<file path="src/rtl/lrt_ram.sv">
module lrt_ram #(
  parameter int WIDTH = 8,
  parameter int DEPTH = 16
) (
  input  logic                     clk,
  input  logic                     we,
  input  logic [$clog2(DEPTH)-1:0] waddr,
  input  logic [WIDTH-1:0]         wdata,
  input  logic                     re,
  input  logic [$clog2(DEPTH)-1:0] raddr,
  output logic [WIDTH-1:0]         rdata
);

  logic [WIDTH-1:0] mem [DEPTH];

  // one write port, one registered read port
  always_ff @(posedge clk) begin
    if (we) begin
      mem[waddr] <= wdata;
    end
    if (re) begin
      rdata <= mem[raddr];
    end
  end

endmodule

</file>
<file path="config.mk">
export PLATFORM = sky130hd
export DESIGN_NAME = lrt_ram
export DESIGN_NICKNAME = d
export VERILOG_FILES = /design/src/rtl/lrt_ram.sv
export SDC_FILE = /design/constraint.sdc
export NUM_CORES = 1
export LEC_CHECK = 0
export BUFFER_PORTS_ARGS = -buffer_cell sky130_fd_sc_hd__clkbuf_2
export CORE_ASPECT_RATIO = 0.5
export CORE_UTILIZATION = 40
export DETAILED_ROUTE_END_ITERATION = 10
export PLACE_DENSITY = 0.57
export SYNTH_ARGS = -nofsm -noshare
export SYNTH_HDL_FRONTEND = slang
export SYNTH_SLANG_ARGS = --single-unit
export TNS_END_PERCENT = 1
</file>
<file path="constraint.sdc">
create_clock -name clk -period 2.1 [get_ports clk]
set_clock_uncertainty 0.15 [all_clocks]
set_input_delay 0.42 -clock clk [delete_from_list [all_inputs] [get_ports clk]]
set_output_delay 0.42 -clock clk [all_outputs]
set_load 0.05 [all_outputs]
</file>
==> key figures, run 1 <==
Clock network
  • Post-CTS Resized: 0
  • Clk slew on worst S/H paths: 0.05 ns
  • Clk sinks: 136
  • Clk_lat worst skew: 0.40 ns
  • CTS tree: done
  • CTS root buffer: clkbuf_16
  • CTS buffer count: 17
  • Cts hold-fix bufs: 0
  • Setup Fix Bufs, Post-CTS: 0
  • Clock Tree Buf Depth: 2
  • H-tree Lvls: 4

STA
  • Final Worst Setup Slack: 0.264 ns
  • Min Tclk post-route: 1.84 ns
  • Fin Setup TNS: 0 ns
  • Fin. max-slew vios: 0
  • Rel. slew slack: 70.0%
  • Period utilization: 87.4%
  • Final hold vios: 0
  • Worst-Margin Slew: 0.449 ns
  • Unrepaired setup endpoints after global routing: no
  • # setup viols final: 0
  • Fmax: 545 MHz

Pwr
  • Leak: 2.14 nW
  • Power Dens Cells: 997 nW/um^2
  • VDD IR-drop max: 0.612 mV
  • Final Total Pwr: 6.25 mW

Min path
  • Worst hold path type: in2reg
  • Worst Hold Launch: re
  • Hold worst-path end: rdata[5]
  • Worst hold stages: 1

Critical path
  • R2R Path End: rdata[0]
  • WP data required: 2.08 ns
  • Reg2reg path depth: 3
  • Crit path DAT: 1.82 ns
  • CP Capture Type: flip-flop
  • CP max FO: 14
  • Critical R2R Launch: mem[1][0]
  • CP Launch Type: input port
  • Crit Path Class: in2reg
  • Flop2flop setup slack: 0.36 ns

Final layout
  • Layout cells sized above 1: 31.2%
  • Final net count: 307
  • Final core occ: 49.4%
  • Area grow syn2layout: 19.9%
  • Antenna Cells: 0
  • Post-route insts no fill: 471
  • # fillers: 1,021

Die
  • Core ar.: 12,700 sq um
  • Io pins: 27
  • Chip Height: 82.8 microns
  • Starting Density: 41.2%
  • Cell row count: 29
  • Die Wd: 164 microns
  • Die Area: 13,600 sq um

Synth
  • Synth Net Count: 248
  • Syn Area/Cell: 22.8 sq um
  • Post-synthesis cell area: 5230 sq um
  • Synth Instances: 229
  • Sequential area share after synthesis: 78.1%
  • Share of the synthesized area in the top cell type: 78.1%
  • Yosys Warn Count: 0
  • Largest area contributor in the netlist: edfxtp_1
  • Synthesis-stage register bit count: 136
  • Synth top area cells: edfxtp_1 (78%), mux4_2 (7.8%), mux4_1 (7.0%), a22oi_1 (2.3%), nor2_1 (0.93%)
  • Count of cell types in the netlist: 18

GRT
  • First-pass GRT wire length: 15.6 mm
  • Largest net degree at the start of global routing: 18
  • Initial antenna violation count: 0
  • Global route overflow: 0
  • Vias in the first global route: 2,519
  • Tot GR Track Use: 16.7%

Placed design
  • Hpwl dp: 6.75 mm
  • Worst slack, placed: -0.189 ns
  • Gpl congestion: 0.718
  • DP Cell Count: 439
  • PortBufs: 26

Outcome
  • Run status: completed

Route
  • WL per Instance: 22.1 microns
  • Antenna viol nets, final: 0
  • Vias after detailed routing: 2,487
  • Starting DRC count in detailed routing: 182
  • Post-route DRC: 0
  • DR pass1 iterations: 4
  • Final WL: 10.4 mm
  • Vias per cell: 5.28

Run
  • Max Cap Viol: 0
-- flip-flops by register name, summed over array words and instances (netlist names) --
register / flops
mem: 128
rdata: 8
-- metal layers --
| layer | vias to the layer above | GRT usage [%] | part of all wire [%] |
|---|---|---|---|
| met4 | 0 | 4.04 | 0.69 |
| li1 | 1104 | - | - |
| met3 | 6 | 5.34 | 5.4 |
| met1 | 1309 | 24.6 | 48 |
| met2 | 68 | 24.3 | 46 |
| met5 | - | 0 | 0 |
-- worst max path at each step --
stage              from   endpoint
2_1_floorplan  waddr[2]  mem[0][0]
3_3_place_gp   raddr[0]   rdata[0]
3_5_place_dp   raddr[0]   rdata[0]
4_1_cts        raddr[0]   rdata[0]
5_1_grt        raddr[0]   rdata[0]
6_report       raddr[0]   rdata[0]
-- worst max-delay path, stage by stage --
cell      delay (ns)
clkbuf_2        0.19
buf_12          0.19
mux4_1          0.56
a22oi_1         0.29
nand2_1         0.15
-- through the flow --
| stage | instance area (sq um) | hold WS [ns] |
|---|---|---|
| global placement | 5700 | 0.583 |
| detailed placement | 5700 | 0.582 |
| finish | 6270 | 0.292 |
| CTS | 6270 | 0.290 |
| floorplan | 5230 | 0.369 |
| global route | 6270 | 0.291 |
-- power breakdown --
group | total (mW) | leakage (nW) | internal, mW | switching [mW]
sequential | 3.08 | 1.24 | 3.06 | 0.0174
combinational | 0.338 | 0.617 | 0.128 | 0.210
clock | 2.84 | 0.282 | 1.83 | 1.01
-- synthesized netlist by cell type --
cell,instances
edfxtp_1,136
nand3b_1,2
nor2_1,13
buf_2,3
clkdlybuf4s25_2,3
mux4_1,14
and2b_1,1
nor3_1,4
buf_6,3
mux4_2,18
and2_1,1
nand2b_1,2
a22oi_1,16
nor2b_1,1
nand3_1,1
buf_4,1
nand2_1,9
or3b_2,1
-- cell usage in the layout (no fill, tap or decap), drive strengths merged, types with 3 or more instances in the layout --
master,n
bufinv,3
a22oi,16
nor2,13
mux4,32
buf,24
clkbuf,44
nor3,4
clkinv,11
nand2,9
edfxtp,136
-- kinds of logic after synthesis --
group | count (synthesis) | share of synthesized area [%]
compound gates | 16 | 2.30
buf+inv | 10 | 1.65
mux | 32 | 14.8
flops | 136 | 78.1
simple gates | 35 | 3.14
-- final cells by class --
type,count,area (sq um),area share [%]
clock buffer,18,429,6.85
multi-input combinational,83,1060,16.9
clock inverter,14,138,2.20
tap,170,213,3.39
timing repair buffer,50,348,5.55
sequential,136,4080,65.1
(Power assumes the default switching activity.)
==> run 2: changes to the inputs <==
==> constraint.sdc (replaced) <==
create_clock -name clk -period 2.1 [get_ports clk]
set_clock_uncertainty 0.15 [all_clocks]
set_input_delay 0.21 -clock clk [delete_from_list [all_inputs] [get_ports clk]]
set_output_delay 0.21 -clock clk [all_outputs]
set_load 0.1 [all_outputs]
==> run 2 against run 1 <==
Net effect: critical path depth decreased by 2; highest routed layer unchanged; non-clock buffer count decreased by 2; combinational power increased by 14%; power decreased by 1.3%; utilization decreased by 0.32 points; register-to-register slack about the same; flip-flop and latch count unchanged; sequential power about the same; critical endpoint is now rdata[1].
==> key figures, run 2 (synthesized netlist as in run 1, its figures left out) <==
STA
  • Fmax: 577 MHz (was 545 MHz)
  • Final hold vios: 0 (unchanged)
  • Fin. max-slew vios: 0 (unchanged)
  • Worst hold slack: 0.0819 ns (was 0.292 ns)
  • Worst-Margin Slew: 0.552 ns (was 0.449 ns)
  • Period utilization: 82.5% (was 87.4%)
  • Fin Setup TNS: 0 ns (unchanged)
  • # setup viols final: 0 (unchanged)
  • Final Worst Setup Slack: 0.368 ns (was 0.264 ns)
  • Rel. slew slack: 63.3% (was 70.0%)
  • Unrepaired setup endpoints after global routing: no (unchanged)
  • Min Tclk post-route: 1.73 ns (was 1.84 ns)

Die
  • Core ar.: 12,700 sq um (unchanged)
  • Cell row count: 29 (unchanged)
  • Die Wd: 164 microns (unchanged)
  • Die Area: 13,600 sq um (unchanged)
  • Starting Density: 41.2% (unchanged)
  • Io pins: 27 (unchanged)
  • Chip Height: 82.8 microns (unchanged)

Final layout
  • Biggest register: mem (unchanged)
  • Layout cells sized above 1: 31.3% (was 31.2%)
  • Post-route insts no fill: 467 (was 471)
  • Antenna Cells: 0 (unchanged)
  • # fillers: 1,011 (was 1,021)
  • Area grow syn2layout: 19.1% (was 19.9%)
  • Most common cell after layout, fill and taps aside: edfxtp_1 (unchanged)
  • Final net count: 305 (was 307)
  • Biggest regs: mem: 128 flops, rdata: 8 flops (unchanged)
  • Most frequent cells in the layout: edfxtp_1 (136), clkbuf_2 (26), buf_4 (19) (was edfxtp_1 (136), clkbuf_2 (26), buf_4 (21))
  • Final Instance Area: 6230 sq um (was 6270 sq um)
  • Flip-flop count of the largest register after layout: 128 (unchanged)

Route
  • Vias after detailed routing: 2,419 (was 2,487)
  • Antenna viol nets, final: 0 (unchanged)
  • Final WL: 10.4 mm (about the same)
  • DR pass1 iterations: 5 (was 4)
  • WL per Instance: 22.3 microns (was 22.1 microns)
  • Post-route DRC: 0 (unchanged)
  • Vias per cell: 5.18 (was 5.28)
  • Starting DRC count in detailed routing: 229 (was 182)

Clock network
  • Clk_lat worst skew: 0.40 ns (about the same)
  • CTS buffer count: 17 (unchanged)
  • H-tree Lvls: 4 (unchanged)
  • Cts hold-fix bufs: 0 (unchanged)
  • Clk slew on worst S/H paths: 0.05 ns (about the same)
  • Clk sinks: 136 (unchanged)
  • Setup Fix Bufs, Post-CTS: 0 (unchanged)
  • CTS tree: done (unchanged)
  • Clock Tree Buf Depth: 2 (unchanged)
  • CTS root buffer: clkbuf_16 (unchanged)
  • Post-CTS Resized: 0 (unchanged)

Critical path
  • R2R Path End: rdata[1] (was rdata[0])
  • CP Capture Type: flip-flop (unchanged)
  • Critical R2R Launch: mem[1][1] (was mem[1][0])
  • CP max FO: 1 (was 14)
  • Crit-path cells: mux4_1 -> a22oi_1 -> nand2_1 (was clkbuf_2 -> buf_12 -> mux4_1 -> a22oi_1 -> nand2_1)
  • CP Launch Type: flip-flop (was input port)
  • Crit path DAT: 1.72 ns (was 1.82 ns)
  • Flop2flop setup slack: 0.37 ns (was 0.36 ns)
  • WP data required: 2.09 ns (was 2.08 ns)
  • CP bufs+invs: 0 (was 2)
  • Crit Path Class: reg2reg (was in2reg)
  • Cell family with most CP delay: multiplexers (unchanged)
  • Critical Path Slowest Stage Cell: mux4_1 (unchanged)
  • Reg2reg path depth: 3 (unchanged)
  • Max incr delay on CP: 0.52 ns (was 0.56 ns)

GRT
  • GR Util met3: 4.30% (was 5.34%)
  • Met2 Usage GRT: 24.1% (was 24.3%)
  • Initial antenna violation count: 0 (unchanged)
  • Vias in the first global route: 2,524 (was 2,519)
  • Busiest grt layer: met1 (unchanged)
  • Tot GR Track Use: 17.1% (was 16.7%)
  • Largest net degree at the start of global routing: 33 (was 18)
  • First-pass GRT wire length: 16.0 mm (was 15.6 mm)
  • Met1 usage: 25.7% (was 24.6%)
  • Global route overflow: 0 (unchanged)

Placed design
  • PortBufs: 26 (unchanged)
  • Worst slack, placed: 0.0890 ns (was -0.189 ns)
  • Hpwl dp: 6.71 mm (was 6.75 mm)
  • Gpl congestion: 0.725 (was 0.718)
  • Area after DPL: 5690 sq um (was 5700 sq um)
  • DP Cell Count: 437 (was 439)

Pwr
  • VDD IR-drop max: 0.575 mV (was 0.612 mV)
  • Power Dens Cells: 991 nW/um^2 (was 997 nW/um^2)
  • Leak: 2.11 nW (was 2.14 nW)

Min path
  • Worst Hold Launch: re (unchanged)
  • Worst hold stages: 1 (unchanged)
  • Worst hold path type: in2reg (unchanged)
  • Hold worst-path end: rdata[2] (was rdata[5])

Outcome
  • Run status: completed (unchanged)

Run
  • Max Cap Viol: 0 (unchanged)
## run 2: final cells by class
class	count	area, sq um	share of cell area, %
Sequential cell	136	4080	65.6
Multi-Input combinational cell	83	1060	17.0
Clock buffer	19	433	6.95
Timing Repair Buffer	48	333	5.34
Tap cell	170	213	3.42
Clock inverter	11	109	1.75
## run 2: metrics by stage
step / util [%] / total power [mW]
detailed placement: 44.8 / 3.52
floorplan: - / 3.38
global route: 49.0 / 6.38
CTS: 49.0 / 6.24
finish: 49.0 / 6.17
global placement: 44.8 / 3.51
## run 2: worst max-delay path by stage
stage               cells past startpoint      start        end
finish                                  3  mem[1][1]   rdata[1]
global route                            3  mem[1][1]   rdata[1]
CTS                                     3  mem[1][1]   rdata[1]
detailed placement                      5   raddr[0]   rdata[1]
global placement                        5   raddr[0]   rdata[4]
floorplan                               2   waddr[2]  mem[0][0]
## run 2: report_power, final
part | leakage (nW) | internal [mW] | switching (mW)
sequential | 1.24 | 3.06 | 0.0171
clock | 0.267 | 1.71 | 0.996
combinational | 0.608 | 0.125 | 0.260
## run 2: layer usage
| layer | wire length, microns | vias up | share of wire, % |
|---|---|---|---|
| met2 | 4790 | 71 | 46 |
| met3 | 689 | 4 | 6.6 |
| met4 | 50 | 0 | 0.48 |
| met5 | 0 | - | 0 |
| li1 | - | 1093 | - |
| met1 | 4870 | 1251 | 47 |
==> run 3: changes to the inputs <==
Clock period 2.1 ns to 1.5 ns, I/O delays scaled along.
==> run 3 against run 2 <==
Net effect: the run now ends with setup timing left; routed wire length rose by 3.8%; critical path depth did not move; final area rose by 1.5%.
==> key figures, run 3 (synthesized netlist as in run 1, its figures left out) <==
Outcome
  • Run status: complete, but fails checks (was completed)
  • Violated checks: setup timing

Critical path
  • CP Capture Type: flip-flop (unchanged)
  • Critical R2R Launch: mem[3][2] (was mem[1][1])
  • Crit path DAT: 1.60 ns (was 1.72 ns)
  • Crit Path Class: reg2reg (unchanged)
  • Critical path endpoint: rdata[2] (was rdata[1])
  • Reg2reg path depth: 3 (unchanged)
  • R2R Path End: rdata[2] (was rdata[1])
  • CP max FO: 1 (unchanged)
  • CP startpoint: mem[3][2] (was mem[1][1])
  • Flop2flop setup slack: -0.11 ns (was 0.37 ns)
  • WP data required: 1.49 ns (was 2.09 ns)
  • CP Launch Type: flip-flop (unchanged)

Min path
  • Worst hold path type: in2reg (unchanged)
  • Worst Hold Launch: re (unchanged)

Route
  • Starting DRC count in detailed routing: 238 (was 229)
  • DR pass1 iterations: 4 (was 5)
  • Vias per cell: 5.24 (was 5.18)
  • Antenna viol nets, final: 0 (unchanged)
  • Final WL: 10.8 mm (was 10.4 mm)
  • Vias after detailed routing: 2,498 (was 2,419)
  • WL per Instance: 22.6 microns (was 22.3 microns)
  • Post-route DRC: 0 (unchanged)

Clock network
  • Clk_lat worst skew: 0.40 ns (about the same)
  • Clk sinks: 136 (unchanged)
  • Setup Fix Bufs, Post-CTS: 0 (unchanged)
  • Cts hold-fix bufs: 0 (unchanged)
  • CTS root buffer: clkbuf_16 (unchanged)
  • Clock Tree Buf Depth: 2 (unchanged)
  • H-tree Lvls: 4 (unchanged)
  • CTS buffer count: 17 (unchanged)
  • CTS tree: done (unchanged)
  • Clk slew on worst S/H paths: 0.06 ns (was 0.05 ns)

STA
  • Worst-Margin Slew: 0.833 ns (was 0.552 ns)
  • Final Worst Setup Slack: -0.112 ns (was 0.368 ns)
  • # setup viols final: 8 (was 0)
  • Fmax: 620 MHz (was 577 MHz)
  • Period utilization: 107% (was 82.5%)
  • Fin. max-slew vios: 0 (unchanged)
  • Final hold vios: 0 (unchanged)
  • Rel. slew slack: 44.4% (was 63.3%)
  • Unrepaired setup endpoints after global routing: yes (was no)
  • Min Tclk post-route: 1.61 ns (was 1.73 ns)

Final layout
  • Biggest regs: mem: 128 flops, rdata: 8 flops (unchanged)
  • Antenna Cells: 0 (unchanged)
  • Area grow syn2layout: 20.9% (was 19.1%)
  • Flip-flop count of the largest register after layout: 128 (unchanged)
  • Final net count: 313 (was 305)
  • Final core occ: 49.8% (was 49.0%)
  • Layout cells sized above 1: 38.8% (was 31.3%)
  • Biggest register: mem (unchanged)
  • Most common cell after layout, fill and taps aside: edfxtp_1 (unchanged)
  • Most frequent cells in the layout: edfxtp_1 (136), mux4_2 (30), buf_4 (30) (was edfxtp_1 (136), clkbuf_2 (26), buf_4 (19))

Die
  • Cell row count: 29 (unchanged)
  • Die Area: 13,600 sq um (unchanged)
  • Die Wd: 164 microns (unchanged)
  • Core ar.: 12,700 sq um (unchanged)
  • Chip Height: 82.8 microns (unchanged)
  • Io pins: 27 (unchanged)
  • Starting Density: 41.2% (unchanged)

GRT
  • Vias in the first global route: 2,574 (was 2,524)
  • First-pass GRT wire length: 16.4 mm (was 16.0 mm)
  • Tot GR Track Use: 17.7% (was 17.1%)
  • Largest net degree at the start of global routing: 21 (was 33)
  • Global route overflow: 0 (unchanged)
  • Initial antenna violation count: 0 (unchanged)

Pwr
  • Clk network pwr share: 44.0% (was 43.9%)
  • Leak: 2.11 nW (about the same)
  • Comb pwr share: 6.8% (was 6.2%)
  • Share of power burned in registers: 49.3% (was 49.9%)
  • VDD IR-drop max: 1.00 mV (was 0.575 mV)
  • Power Dens Cells: 1380 nW/um^2 (was 991 nW/um^2)
  • Switch Pwr: 1.84 mW (was 1.27 mW)
  • Pint: 6.91 mW (was 4.90 mW)
  • Sw frac: 21.0% (was 20.6%)

Placed design
  • Worst slack, placed: -0.447 ns (was 0.0890 ns)
  • PortBufs: 26 (unchanged)
  • Hpwl dp: 6.98 mm (was 6.71 mm)
  • Gpl congestion: 0.726 (was 0.725)

Run
  • Max Cap Viol: 0 (unchanged)
==> run 3: final cells by class <==
| type | count | area, sq um |
|---|---|---|
| Multi-Input combinational cell | 83 | 1050 |
| Clock inverter | 11 | 106 |
| Sequential cell | 136 | 4080 |
| Timing Repair Buffer | 56 | 425 |
| Clock buffer | 21 | 440 |
| Tap cell | 170 | 213 |
| Fill cell | 1042 | 6380 |
==> run 3: power by group through the flow <==
stage	clock [mW]	sequential, mW	combinational, mW
after floorplan	0	4.51	0.224
after global placement	0	4.38	0.567
after detailed placement	0	4.39	0.583
after CTS	3.89	4.31	0.600
after global routing	4.06	4.32	0.631
final	3.85	4.31	0.592
==> run 3: worst min-delay path by stage <==
stage | to | slack (ns) | cells past startpoint
after floorplan | mem[0][0] | 0.1 | 0
after global placement | mem[11][5] | 0.40 | 1
after detailed placement | rdata[2] | 0.44 | 1
after CTS | rdata[7] | 0.003 | 1
after global routing | rdata[3] | 0.02 | 1
final | rdata[5] | 0.02 | 1
==> run 3: what timing repair did <==
action	CTS	global route
resized for setup	17	1
pin swaps	5	0
endpoints found under the hold margin	0	0
endpoints found under the setup margin	13	9
==> run 3: routing by layer <==
| layer | global-route usage [%] | part of all wire, % |
|---|---|---|
| met1 | 25.7 | 45 |
| met2 | 25.8 | 47 |
| met3 | 3.20 | 6.8 |
| met4 | 8.84 | 0.59 |
| met5 | 0 | 0 |
==> run 3: critical path, stage by stage, from the launching register on <==
cell	delay, ns
edfxtp_1	0.36
mux4_2	0.49
a22oi_2	0.22
nand2_1	0.13
==> run 3: metrics by stage <==
step / instances / instance area [sq um] / setup TNS, ns / total power, mW / hold WS (ns)
finish: 477 / 6320 / -0.583 / 8.75 / 0.0247
CTS: 477 / 6320 / -0.656 / 8.80 / 0.00292
detailed placement: 447 / 5760 / -4.53 / 4.97 / 0.444
global route: 477 / 6320 / -1.13 / 9.00 / 0.0151
global placement: 447 / 5760 / -3.64 / 4.95 / 0.402
floorplan: 229 / 5220 / -2.33 / 4.74 / 0.0989
